`config.mk`:
```
export PLATFORM = sky130hd
export DESIGN_NAME = offset_table_with_shift_adjust
export DESIGN_NICKNAME = d
export VERILOG_FILES = /design/src/hw/rtl/otsa_pkg.sv /design/src/hw/rtl/offset_table_with_shift_adjust.sv /design/src/hw/rtl/otsa_ram.sv /design/src/hw/rtl/otsa_ctrl.sv /design/src/hw/rtl/otsa_dp.sv
export SDC_FILE = /design/constraint.sdc
export NUM_CORES = 2
export LEC_CHECK = 0
export CORE_UTILIZATION = 30
export CTS_BUF_LIST = sky130_fd_sc_hd__clkbuf_4 sky130_fd_sc_hd__clkbuf_8 sky130_fd_sc_hd__clkbuf_16
export CTS_CLUSTER_DIAMETER = 30
export CTS_CLUSTER_SIZE = 10
export DETAILED_ROUTE_END_ITERATION = 16
export DONT_BUFFER_PORTS = 1
export PLACE_DENSITY = 0.55
export SLEW_MARGIN = 25
export SYNTH_ARGS = -nofsm -noshare
export SYNTH_HDL_FRONTEND = slang
export SYNTH_HIERARCHICAL = 1
export SYNTH_SLANG_ARGS = --single-unit
```
`constraint.sdc`:
```
create_clock -name clk_i -period 7.6 [get_ports clk_i]
set_input_delay 0.76 -clock clk_i [delete_from_list [all_inputs] [get_ports clk_i]]
set_output_delay 0.76 -clock clk_i [all_outputs]
set_load 0.05 [all_outputs]
```
`src/hw/rtl/otsa_pkg.sv`:
```
`default_nettype none

package otsa_pkg;

  localparam int unsigned WORD_W = 32;
  localparam int unsigned OP_W   = 3;
  localparam int unsigned ST_W   = 3;
  localparam int unsigned FLAG_W = 3;
  localparam int unsigned CFG_W  = 7;

  // Live slot count after reset
  localparam logic [CFG_W-1:0] ENTRIES_RESET = 7'd64;

  // Update flag bit positions
  localparam int unsigned FLAG_NOEXIST = 0;
  localparam int unsigned FLAG_EXIST   = 1;

  typedef enum logic [OP_W-1:0] {
    OP_LOOKUP   = 3'd0,
    OP_UPDATE   = 3'd1,
    OP_NEXT_KEY = 3'd2,
    OP_ADJUST   = 3'd3,
    OP_DELETE   = 3'd4
  } op_e;

  typedef enum logic [ST_W-1:0] {
    ST_OK             = 3'd0,
    ST_INVALID        = 3'd1,
    ST_OUT_OF_RANGE   = 3'd2,
    ST_ALREADY_EXISTS = 3'd3,
    ST_NO_NEXT_KEY    = 3'd4
  } status_e;

  typedef enum logic [2:0] {
    S_CLEAR,
    S_IDLE,
    S_DECODE,
    S_LOOKUP,
    S_ADJUST
  } state_e;

  // Controller to datapath
  typedef struct packed {
    logic clr_wr;
    logic cnt_inc;
    logic cnt_clr;
    logic capture;
    logic quick_load;
    logic upd_wr;
    logic lookup_load;
    logic adj_run;
    logic adj_load;
  } ctrl_cmd_t;

  // Datapath to controller
  typedef struct packed {
    logic clr_last;
    logic lookup_hit;
    logic is_adjust;
    logic upd_ok;
    logic adj_done;
    logic out_free;
  } dp_stat_t;

endpackage

`default_nettype wire

```
`src/hw/rtl/offset_table_with_shift_adjust.sv`:
```
// Table of SLOT_COUNT 32-bit instruction offsets held in one RAM, with the
// first entries_in_use slots live (a larger setting counts as SLOT_COUNT).
// After reset a clearing pass writes zero to all SLOT_COUNT slots, one per
// cycle, and no input word is accepted during the pass; configuration writes
// are taken at any time, but should only be issued while the block is idle.
// One item is processed at a time. An in-range lookup goes from decode to a
// lookup state that loads the word read from the table; update, next key,
// delete, unused codes and out-of-range lookups load their result from decode;
// adjust walks the live slots through the single read and write port of the
// table, one slot per cycle, and then drains the last write-back before its
// result is loaded. The next word can be accepted in the cycle after the
// result is loaded. Results sit in an output register, so the next word is
// accepted while a result waits for the downstream side; a stalled output
// only delays the loading of the following result.
`default_nettype none

module offset_table_with_shift_adjust #(
  parameter int unsigned SLOT_COUNT = 64
) (
  input  wire logic                          clk_i,
  input  wire logic                          rst_ni,
  input  wire logic                          cfg_valid_i,
  output logic                               cfg_ready_o,
  input  wire logic [otsa_pkg::CFG_W-1:0]    cfg_entries_in_use_i,
  input  wire logic                          in_valid_i,
  output logic                               in_stall_o,
  input  wire logic [otsa_pkg::OP_W-1:0]     operation_i,
  input  wire logic [otsa_pkg::WORD_W-1:0]   index_i,
  input  wire logic                          key_present_i,
  input  wire logic [otsa_pkg::WORD_W-1:0]   new_value_i,
  input  wire logic [otsa_pkg::FLAG_W-1:0]   update_flags_i,
  input  wire logic [otsa_pkg::WORD_W-1:0]   shift_point_i,
  input  wire logic [otsa_pkg::WORD_W-1:0]   patch_length_i,
  output logic                               out_valid_o,
  input  wire logic                          out_stall_i,
  output logic      [otsa_pkg::ST_W-1:0]     status_o,
  output logic      [otsa_pkg::WORD_W-1:0]   data_o
);

  otsa_pkg::ctrl_cmd_t cmd;
  otsa_pkg::dp_stat_t  stat;

  assign cfg_ready_o = 1'b1;

  otsa_ctrl u_ctrl (
    .clk_i      (clk_i),
    .rst_ni     (rst_ni),
    .in_valid_i (in_valid_i),
    .in_stall_o (in_stall_o),
    .stat_i     (stat),
    .cmd_o      (cmd)
  );

  otsa_dp #(
    .SLOT_COUNT (SLOT_COUNT)
  ) u_dp (
    .clk_i                (clk_i),
    .rst_ni               (rst_ni),
    .cmd_i                (cmd),
    .stat_o               (stat),
    .cfg_valid_i          (cfg_valid_i),
    .cfg_entries_in_use_i (cfg_entries_in_use_i),
    .operation_i          (operation_i),
    .index_i              (index_i),
    .key_present_i        (key_present_i),
    .new_value_i          (new_value_i),
    .update_flags_i       (update_flags_i),
    .shift_point_i        (shift_point_i),
    .patch_length_i       (patch_length_i),
    .out_valid_o          (out_valid_o),
    .out_stall_i          (out_stall_i),
    .status_o             (status_o),
    .data_o               (data_o)
  );

endmodule

`default_nettype wire

```
`src/hw/rtl/otsa_ram.sv`:
```
`default_nettype none

module otsa_ram #(
  parameter int unsigned WIDTH = 32,
  parameter int unsigned DEPTH = 64,
  localparam int unsigned AddrW = (DEPTH > 1) ? $clog2(DEPTH) : 1
) (
  input  wire logic                   clk_i,
  input  wire logic                   wr_en_i,
  input  wire logic [AddrW-1:0]       wr_addr_i,
  input  wire logic [WIDTH-1:0]       wr_data_i,
  input  wire logic [AddrW-1:0]       rd_addr_i,
  output logic      [WIDTH-1:0]       rd_data_o
);

  logic [WIDTH-1:0] mem_q [DEPTH];
  logic [WIDTH-1:0] rd_data_q;

  always_ff @(posedge clk_i) begin
    if (wr_en_i) begin
      mem_q[wr_addr_i] <= wr_data_i;
    end
    rd_data_q <= mem_q[rd_addr_i];
  end

  assign rd_data_o = rd_data_q;

endmodule

`default_nettype wire

```
`src/hw/rtl/otsa_ctrl.sv`:
```
`default_nettype none

module otsa_ctrl (
  input  wire logic               clk_i,
  input  wire logic               rst_ni,
  input  wire logic               in_valid_i,
  output logic                    in_stall_o,
  input  wire otsa_pkg::dp_stat_t stat_i,
  output otsa_pkg::ctrl_cmd_t     cmd_o
);

  otsa_pkg::state_e state_q, state_d;

  always_ff @(posedge clk_i or negedge rst_ni) begin
    if (!rst_ni) begin
      state_q <= otsa_pkg::S_CLEAR;
    end else begin
      state_q <= state_d;
    end
  end

  always_comb begin
    state_d    = state_q;
    cmd_o      = '0;
    in_stall_o = 1'b1;
    unique case (state_q)
      otsa_pkg::S_CLEAR: begin
        cmd_o.clr_wr = 1'b1;
        if (stat_i.clr_last) begin
          cmd_o.cnt_clr = 1'b1;
          state_d       = otsa_pkg::S_IDLE;
        end else begin
          cmd_o.cnt_inc = 1'b1;
        end
      end
      otsa_pkg::S_IDLE: begin
        in_stall_o = 1'b0;
        if (in_valid_i) begin
          cmd_o.capture = 1'b1;
          state_d       = otsa_pkg::S_DECODE;
        end
      end
      otsa_pkg::S_DECODE: begin
        if (stat_i.lookup_hit) begin
          state_d = otsa_pkg::S_LOOKUP;
        end else if (stat_i.is_adjust) begin
          cmd_o.cnt_clr = 1'b1;
          state_d       = otsa_pkg::S_ADJUST;
        end else if (stat_i.out_free) begin
          cmd_o.quick_load = 1'b1;
          cmd_o.upd_wr     = stat_i.upd_ok;
          state_d          = otsa_pkg::S_IDLE;
        end
      end
      otsa_pkg::S_LOOKUP: begin
        if (stat_i.out_free) begin
          cmd_o.lookup_load = 1'b1;
          state_d           = otsa_pkg::S_IDLE;
        end
      end
      otsa_pkg::S_ADJUST: begin
        cmd_o.adj_run = 1'b1;
        if (stat_i.adj_done && stat_i.out_free) begin
          cmd_o.adj_load = 1'b1;
          state_d        = otsa_pkg::S_IDLE;
        end
      end
      default: begin
        state_d = otsa_pkg::S_IDLE;
      end
    endcase
  end

  a_accept_to_decode: assert property (@(posedge clk_i) disable iff (!rst_ni)
    (in_valid_i && !in_stall_o) |=> (state_q == otsa_pkg::S_DECODE))
    else $error("accepted word did not reach decode");

  a_clear_holds: assert property (@(posedge clk_i) disable iff (!rst_ni)
    (state_q == otsa_pkg::S_CLEAR && !stat_i.clr_last) |=> (state_q == otsa_pkg::S_CLEAR))
    else $error("clearing pass left early");

  a_update_write_once: assert property (@(posedge clk_i) disable iff (!rst_ni)
    cmd_o.upd_wr |=> (state_q == otsa_pkg::S_IDLE))
    else $error("update write not followed by idle");

endmodule

`default_nettype wire

```
`src/hw/rtl/otsa_dp.sv`:
```
`default_nettype none

module otsa_dp #(
  parameter int unsigned SLOT_COUNT = 64
) (
  input  wire logic                              clk_i,
  input  wire logic                              rst_ni,
  input  wire otsa_pkg::ctrl_cmd_t               cmd_i,
  output otsa_pkg::dp_stat_t                     stat_o,
  input  wire logic                              cfg_valid_i,
  input  wire logic [otsa_pkg::CFG_W-1:0]        cfg_entries_in_use_i,
  input  wire logic [otsa_pkg::OP_W-1:0]         operation_i,
  input  wire logic [otsa_pkg::WORD_W-1:0]       index_i,
  input  wire logic                              key_present_i,
  input  wire logic [otsa_pkg::WORD_W-1:0]       new_value_i,
  input  wire logic [otsa_pkg::FLAG_W-1:0]       update_flags_i,
  input  wire logic [otsa_pkg::WORD_W-1:0]       shift_point_i,
  input  wire logic [otsa_pkg::WORD_W-1:0]       patch_length_i,
  output logic                                   out_valid_o,
  input  wire logic                              out_stall_i,
  output logic      [otsa_pkg::ST_W-1:0]         status_o,
  output logic      [otsa_pkg::WORD_W-1:0]       data_o
);

  localparam int unsigned AW = (SLOT_COUNT > 1) ? $clog2(SLOT_COUNT) : 1;
  localparam int unsigned CW = $clog2(SLOT_COUNT + 1);
  localparam int unsigned WW = otsa_pkg::WORD_W;

  // Config register
  logic [otsa_pkg::CFG_W-1:0] entries_q;
  logic [CW-1:0]              live;

  always_ff @(posedge clk_i or negedge rst_ni) begin
    if (!rst_ni) begin
      entries_q <= otsa_pkg::ENTRIES_RESET;
    end else if (cfg_valid_i) begin
      entries_q <= cfg_entries_in_use_i;
    end
  end

  // Saturate at table depth
  assign live = (WW'(entries_q) > WW'(SLOT_COUNT)) ? CW'(SLOT_COUNT) : CW'(entries_q);

  // Item registers
  logic [otsa_pkg::OP_W-1:0]   op_q;
  logic [WW-1:0]               index_q;
  logic                        key_present_q;
  logic [WW-1:0]               new_value_q;
  logic [otsa_pkg::FLAG_W-1:0] flags_q;
  logic [WW-1:0]               shift_point_q;
  logic [WW-1:0]               diff_q;

  always_ff @(posedge clk_i) begin
    if (cmd_i.capture) begin
      op_q          <= operation_i;
      index_q       <= index_i;
      key_present_q <= key_present_i;
      new_value_q   <= new_value_i;
      flags_q       <= update_flags_i;
      shift_point_q <= shift_point_i;
      diff_q        <= patch_length_i - WW'(1);
    end
  end

  // Slot counter for clearing and adjust
  logic [CW-1:0] cnt_q;
  logic          cnt_in_live;
  logic          adj_rd;

  assign cnt_in_live = (cnt_q < live);
  assign adj_rd      = cmd_i.adj_run && cnt_in_live;

  always_ff @(posedge clk_i or negedge rst_ni) begin
    if (!rst_ni) begin
      cnt_q <= '0;
    end else if (cmd_i.cnt_clr) begin
      cnt_q <= '0;
    end else if (cmd_i.cnt_inc || adj_rd) begin
      cnt_q <= cnt_q + CW'(1);
    end
  end

  // Adjust read-modify-write: read slot cnt, write back the slot read last cycle if it lies above the shift point
  logic          adj_pend_q;
  logic [AW-1:0] adj_addr_q;
  logic [WW-1:0] rd_data;
  logic          adj_wr;

  always_ff @(posedge clk_i or negedge rst_ni) begin
    if (!rst_ni) begin
      adj_pend_q <= 1'b0;
    end else begin
      adj_pend_q <= adj_rd;
    end
  end

  always_ff @(posedge clk_i) begin
    if (adj_rd) begin
      adj_addr_q <= cnt_q[AW-1:0];
    end
  end

  assign adj_wr = adj_pend_q && (rd_data > shift_point_q);

  // Table port muxing
  logic          ram_we;
  logic [AW-1:0] ram_wa;
  logic [WW-1:0] ram_wd;
  logic [AW-1:0] ram_ra;

  always_comb begin
    ram_we = 1'b0;
    ram_wa = index_q[AW-1:0];
    ram_wd = new_value_q;
    if (cmd_i.clr_wr) begin
      ram_we = 1'b1;
      ram_wa = cnt_q[AW-1:0];
      ram_wd = '0;
    end else if (cmd_i.upd_wr) begin
      ram_we = 1'b1;
    end else if (adj_wr) begin
      ram_we = 1'b1;
      ram_wa = adj_addr_q;
      ram_wd = rd_data + diff_q;
    end
  end

  assign ram_ra = cmd_i.adj_run ? cnt_q[AW-1:0] : index_q[AW-1:0];

  otsa_ram #(
    .WIDTH (WW),
    .DEPTH (SLOT_COUNT)
  ) u_table (
    .clk_i     (clk_i),
    .wr_en_i   (ram_we),
    .wr_addr_i (ram_wa),
    .wr_data_i (ram_wd),
    .rd_addr_i (ram_ra),
    .rd_data_o (rd_data)
  );

  // Results that need no table read
  logic                      in_range;
  logic [WW-1:0]             key_v;
  logic [otsa_pkg::ST_W-1:0] quick_status;
  logic [WW-1:0]             quick_data;
  logic                      upd_ok;

  assign in_range = (index_q < WW'(live));
  assign key_v    = key_present_q ? index_q : '1;

  always_comb begin
    quick_status = otsa_pkg::ST_INVALID;
    quick_data   = '0;
    upd_ok       = 1'b0;
    unique case (op_q)
      otsa_pkg::OP_LOOKUP: begin
        quick_status = otsa_pkg::ST_OUT_OF_RANGE;
      end
      otsa_pkg::OP_UPDATE: begin
        if (flags_q[otsa_pkg::FLAG_NOEXIST] && flags_q[otsa_pkg::FLAG_EXIST]) begin
          quick_status = otsa_pkg::ST_INVALID;
        end else if (!in_range) begin
          quick_status = otsa_pkg::ST_OUT_OF_RANGE;
        end else if (flags_q[otsa_pkg::FLAG_NOEXIST]) begin
          quick_status = otsa_pkg::ST_ALREADY_EXISTS;
        end else begin
          quick_status = otsa_pkg::ST_OK;
          upd_ok       = 1'b1;
        end
      end
      otsa_pkg::OP_NEXT_KEY: begin
        if (key_v >= WW'(live)) begin
          quick_status = otsa_pkg::ST_OK;
        end else if (key_v == (WW'(live) - WW'(1))) begin
          quick_status = otsa_pkg::ST_NO_NEXT_KEY;
        end else begin
          quick_status = otsa_pkg::ST_OK;
          quick_data   = key_v + WW'(1);
        end
      end
      otsa_pkg::OP_ADJUST: begin
        quick_status = otsa_pkg::ST_OK;
      end
      default: begin
        quick_status = otsa_pkg::ST_INVALID;
      end
    endcase
  end

  // Output register
  logic                      out_valid_q;
  logic [otsa_pkg::ST_W-1:0] out_status_q;
  logic [WW-1:0]             out_data_q;
  logic                      out_free;
  logic                      res_load;

  assign out_free = !out_valid_q || !out_stall_i;
  assign res_load = cmd_i.quick_load || cmd_i.lookup_load || cmd_i.adj_load;

  always_ff @(posedge clk_i or negedge rst_ni) begin
    if (!rst_ni) begin
      out_valid_q <= 1'b0;
    end else if (res_load) begin
      out_valid_q <= 1'b1;
    end else if (!out_stall_i) begin
      out_valid_q <= 1'b0;
    end
  end

  always_ff @(posedge clk_i) begin
    if (cmd_i.quick_load) begin
      out_status_q <= quick_status;
      out_data_q   <= quick_data;
    end else if (cmd_i.lookup_load) begin
      out_status_q <= otsa_pkg::ST_OK;
      out_data_q   <= rd_data;
    end else if (cmd_i.adj_load) begin
      out_status_q <= otsa_pkg::ST_OK;
      out_data_q   <= '0;
    end
  end

  assign out_valid_o = out_valid_q;
  assign status_o    = out_status_q;
  assign data_o      = out_data_q;

  // Status to controller
  always_comb begin
    stat_o            = '0;
    stat_o.clr_last   = (cnt_q == CW'(SLOT_COUNT - 1));
    stat_o.lookup_hit = (op_q == otsa_pkg::OP_LOOKUP) && in_range;
    stat_o.is_adjust  = (op_q == otsa_pkg::OP_ADJUST);
    stat_o.upd_ok     = upd_ok;
    stat_o.adj_done   = !cnt_in_live && !adj_pend_q;
    stat_o.out_free   = out_free;
  end

  a_one_writer: assert property (@(posedge clk_i) disable iff (!rst_ni)
    $onehot0({cmd_i.clr_wr, cmd_i.upd_wr, adj_wr}))
    else $error("table write port driven by two sources");

  a_adj_addr_trails: assert property (@(posedge clk_i) disable iff (!rst_ni)
    adj_pend_q |-> ((CW'(adj_addr_q) + CW'(1)) == cnt_q))
    else $error("adjust write-back address out of step with counter");

  a_load_when_free: assert property (@(posedge clk_i) disable iff (!rst_ni)
    res_load |-> (out_free &&
                  $onehot({cmd_i.quick_load, cmd_i.lookup_load, cmd_i.adj_load})))
    else $error("result loaded into busy output register");

endmodule

`default_nettype wire

```
==> results.yml <==
run_status:
  status: "complete, no violations"
drt:
  detail-route-antenna-nets: 0
  drtIter0Drc: 5122
  drt-pass1-iter-count: 5
  drc: 0
  drt_wl_total_um: 244000
  avgRoutedWirePerCell_um: 26.7
  via_count: 46300
  avgViaCountPerCell: 5.07
sta:
  fin_hold_ws_ns: 0.0614
  worst_pin_slew_ns: 1.21
  period_share: 0.817
  skew_ns: 0.0663
  timing.final.ws_setup_ns: 1.39
  slew_headroom: 0.189
  grt_setup_unrepaired: "false"
  slew_violations: 0
  setup_viol: 0
  period_needed_ns: 6.21
  setup_tns_ns: 0
  fmax_mhz: 161
  finalHoldViolations: 0
logic_synthesis:
  synth_common_cells: "edfxtp_1, mux4_2, nor2_1"
  synth_most_common_cell: "edfxtp_1"
  synth_edf_count: 2223
  synth.avg_cell_area_um2: 20.8
  yosys_most_used_dff: "edfxtp_1"
  yosys.area.top_type: "edfxtp_1"
  async_reset_ff_frac: 0.00836
  yosys.area.top_type_share: 0.745
  ys_types: 85
  synth-seq-cells: 2274
  yosysWarnings: 6
  synthTopCellsByArea: "edfxtp_1, mux4_2, mux2i_1"
  syn-instance-count: 4314
  synth_fp_nets: 4547
  seq_area_frac_synth: 0.758
  syn_area_um2: 89600
floorplan:
  num_rows: 200
  start_util: 0.302
  design.core.area_um2: 297000
  fp.dieH_um: 548
  fp.dieArea_um2: 301000
  die_w_um: 548
  ios: 185
cts:
  cts_root_buffer: "clkbuf_16"
  ctsHoldBuffers: 136
  clk_pin_slew_ns: 0.05
  htree_levels: 5
  post_cts_buffers: 0
  cts_resized: 0
  cts_buffer_depth: 4
  cts_buffers: 413
  cts_tree: "yes"
  cts_sinks: 2274
  clock_latency_ns: 0.96
place:
  port_buffers: 0
  gp_congestion: 0.856
  dp_hpwl_um: 142000
  post-place-ws_ns: 1.48
power_and_ir_drop:
  switching_share: 0.285
  leakagePower_nw: 36.9
  p_per_area_nw_per_um2: 388
  switchingPower_mw: 12.4
  p_int_mw: 31.1
  pwr-share-comb: 0.187
  p_clk_frac: 0.422
  p_seq_frac: 0.392
  vdd_drop_max_mv: 0.212
critical_path:
  cp_max_fo: 18
  r2r_setup_slack_ns: 1.39
  critPathKind: "flop to flop"
  ff2ff_path_depth: 23
  regToRegEndpoint: "u_dp/u_table/mem_q[40][14]"
  crit_required_ns: 8.16
  worstPathArrival_ns: 6.77
  worstSetupStartpointType: "flop"
  r2r_start: "u_dp/entries_q[6]"
  cp-end-kind: "flop"
grt:
  grt_start_max_net_pins: 82
  grt_pass1_vias: 47500
  grtUsageTotal: 0.160
  overflow: 0
  grt_pass1_wl_um: 346000
  grt_antenna_before_repair: 16
flow_run:
  drv_cap: 0
cells_and_area:
  area_growth_pct: 25.1
  nNetsFinal: 5090
  drive_gt1_frac: 0.307
hold_path:
  min-delay-start: "patch_length_i[5]"
  hp-class: "primary input to flop"
  whs_endpoint: "u_dp/diff_q[5]"
  holdPathStages: 1
## state kept, by name, indices dropped and copies added (netlist names), 6 cells and up
signal	flops
u_dp/shift_point_q	32
u_dp/data_o	32
u_dp/u_table/mem_q	2048
u_dp/new_value_q	32
u_dp/index_q	32
u_dp/diff_q	32
u_dp/entries_q	7
u_dp/adj_addr_q	6
u_dp/cnt_q	7
u_dp/u_table/rd_data_o	32
## cell usage in the layout (no fill, tap or decap), types with 85 or more instances in the layout
| cell | netlist | final |
|---|---|---|
| nor2_1 | 221 | 137 |
| edfxtp_1 | 2223 | 2223 |
| dlygate4sd3_1 | 0 | 136 |
| a21oi_1 | 123 | 122 |
| mux4_2 | 544 | 544 |
| o22ai_1 | 85 | 85 |
| nand2_1 | 91 | 90 |
| nor2_4 | 1 | 85 |
| ha_1 | 85 | 85 |
| mux2i_1 | 107 | 107 |
| clkbuf_16 | 0 | 420 |
| buf_4 | 29 | 143 |
## power by group through the flow
stage / sequential [mW] / combinational (mW) / clock [mW]
3_3_place_gp: 17.2 / 7.76 / 0
3_5_place_dp: 17.2 / 7.99 / 0
5_1_grt: 17.1 / 8.59 / 19.1
2_1_floorplan: 17.1 / 4.22 / 0
4_1_cts: 17.0 / 8.09 / 18.6
6_report: 17.0 / 8.12 / 18.3
## layout make-up
| cell class | instances | area [µm²] |
|---|---|---|
| Clock inverter | 288 | 3210 |
| Clock buffer | 457 | 10800 |
| Tap cell | 3939 | 4930 |
| Timing Repair Buffer | 336 | 3630 |
| Multi-Input combinational cell | 1772 | 21300 |
| Fill cell | 26800 | 185000 |
| Antenna cell | 8 | 20.0 |
| Inverter | 60 | 225 |
| Sequential cell | 2274 | 67900 |
## cell families after synthesis
family,share of synthesized area
AO/OA/AOI/OAI,0.0281
XOR/XNOR,0.00704
adder cells (fa/ha/maj),0.0121
buffers and inverters,0.0137
flip-flops,0.758
multiplexers,0.150
other,0.0000419
AND/OR/NAND/NOR,0.0308
## metrics by stage
step           power [mW]  utilization  cell area, µm²  std cells
2_1_floorplan        21.4            -           89600       4314
3_3_place_gp         25.0        0.324           96200       8229
3_5_place_dp         25.2        0.325           96400       8238
4_1_cts              43.7        0.377          112000       9119
5_1_grt              44.8        0.377          112000       9128
6_report             43.5        0.377          112000       9134
## critical path, cell delays in order, from the launching register on
cell      delay (ns)
dfstp_2         0.63
clkinv_1        0.26
nand2_1         0.23
ha_1            0.26
o21a_1          0.10
o21ai_0         0.14
nand2b_1        0.08
a21oi_1         0.13
o21ai_0         0.11
nand3_1         0.09
nand3_1         0.15
nor4_1          0.39
or3_4           0.22
nor3_2          0.06
and2_1          0.22
nor2_1          0.17
nand2_2         0.20
mux2i_1         0.23
o21ai_0         0.28
buf_4           0.30
nor2_1          0.14
nand2_1         0.32
nor2_4          0.62
buf_4           0.45
## routing by layer
metal  vias to the layer above  global-route usage  wire length (µm)
met1                     24900               0.217            103000
li1                      19200                   -                 -
met4                         4              0.0521              6720
met3                       358              0.0312             18200
met2                      1870               0.257            116000
met5                         -                   0                27
## worst max path at each step
stage	start	end	slack [ns]
global placement	u_dp/entries_q[6]	u_dp/u_table/mem_q[40][7]	1.31
global route	u_dp/entries_q[6]	u_dp/u_table/mem_q[40][14]	0.99
floorplan	u_ctrl/state_q[2]	u_dp/diff_q[0]	0.16
detailed placement	u_dp/entries_q[6]	u_dp/u_table/mem_q[40][7]	1.48
CTS	u_dp/entries_q[6]	u_dp/u_table/mem_q[40][14]	1.38
finish	u_dp/entries_q[6]	u_dp/u_table/mem_q[40][14]	1.39
Power figures use the tool's default switching activity.
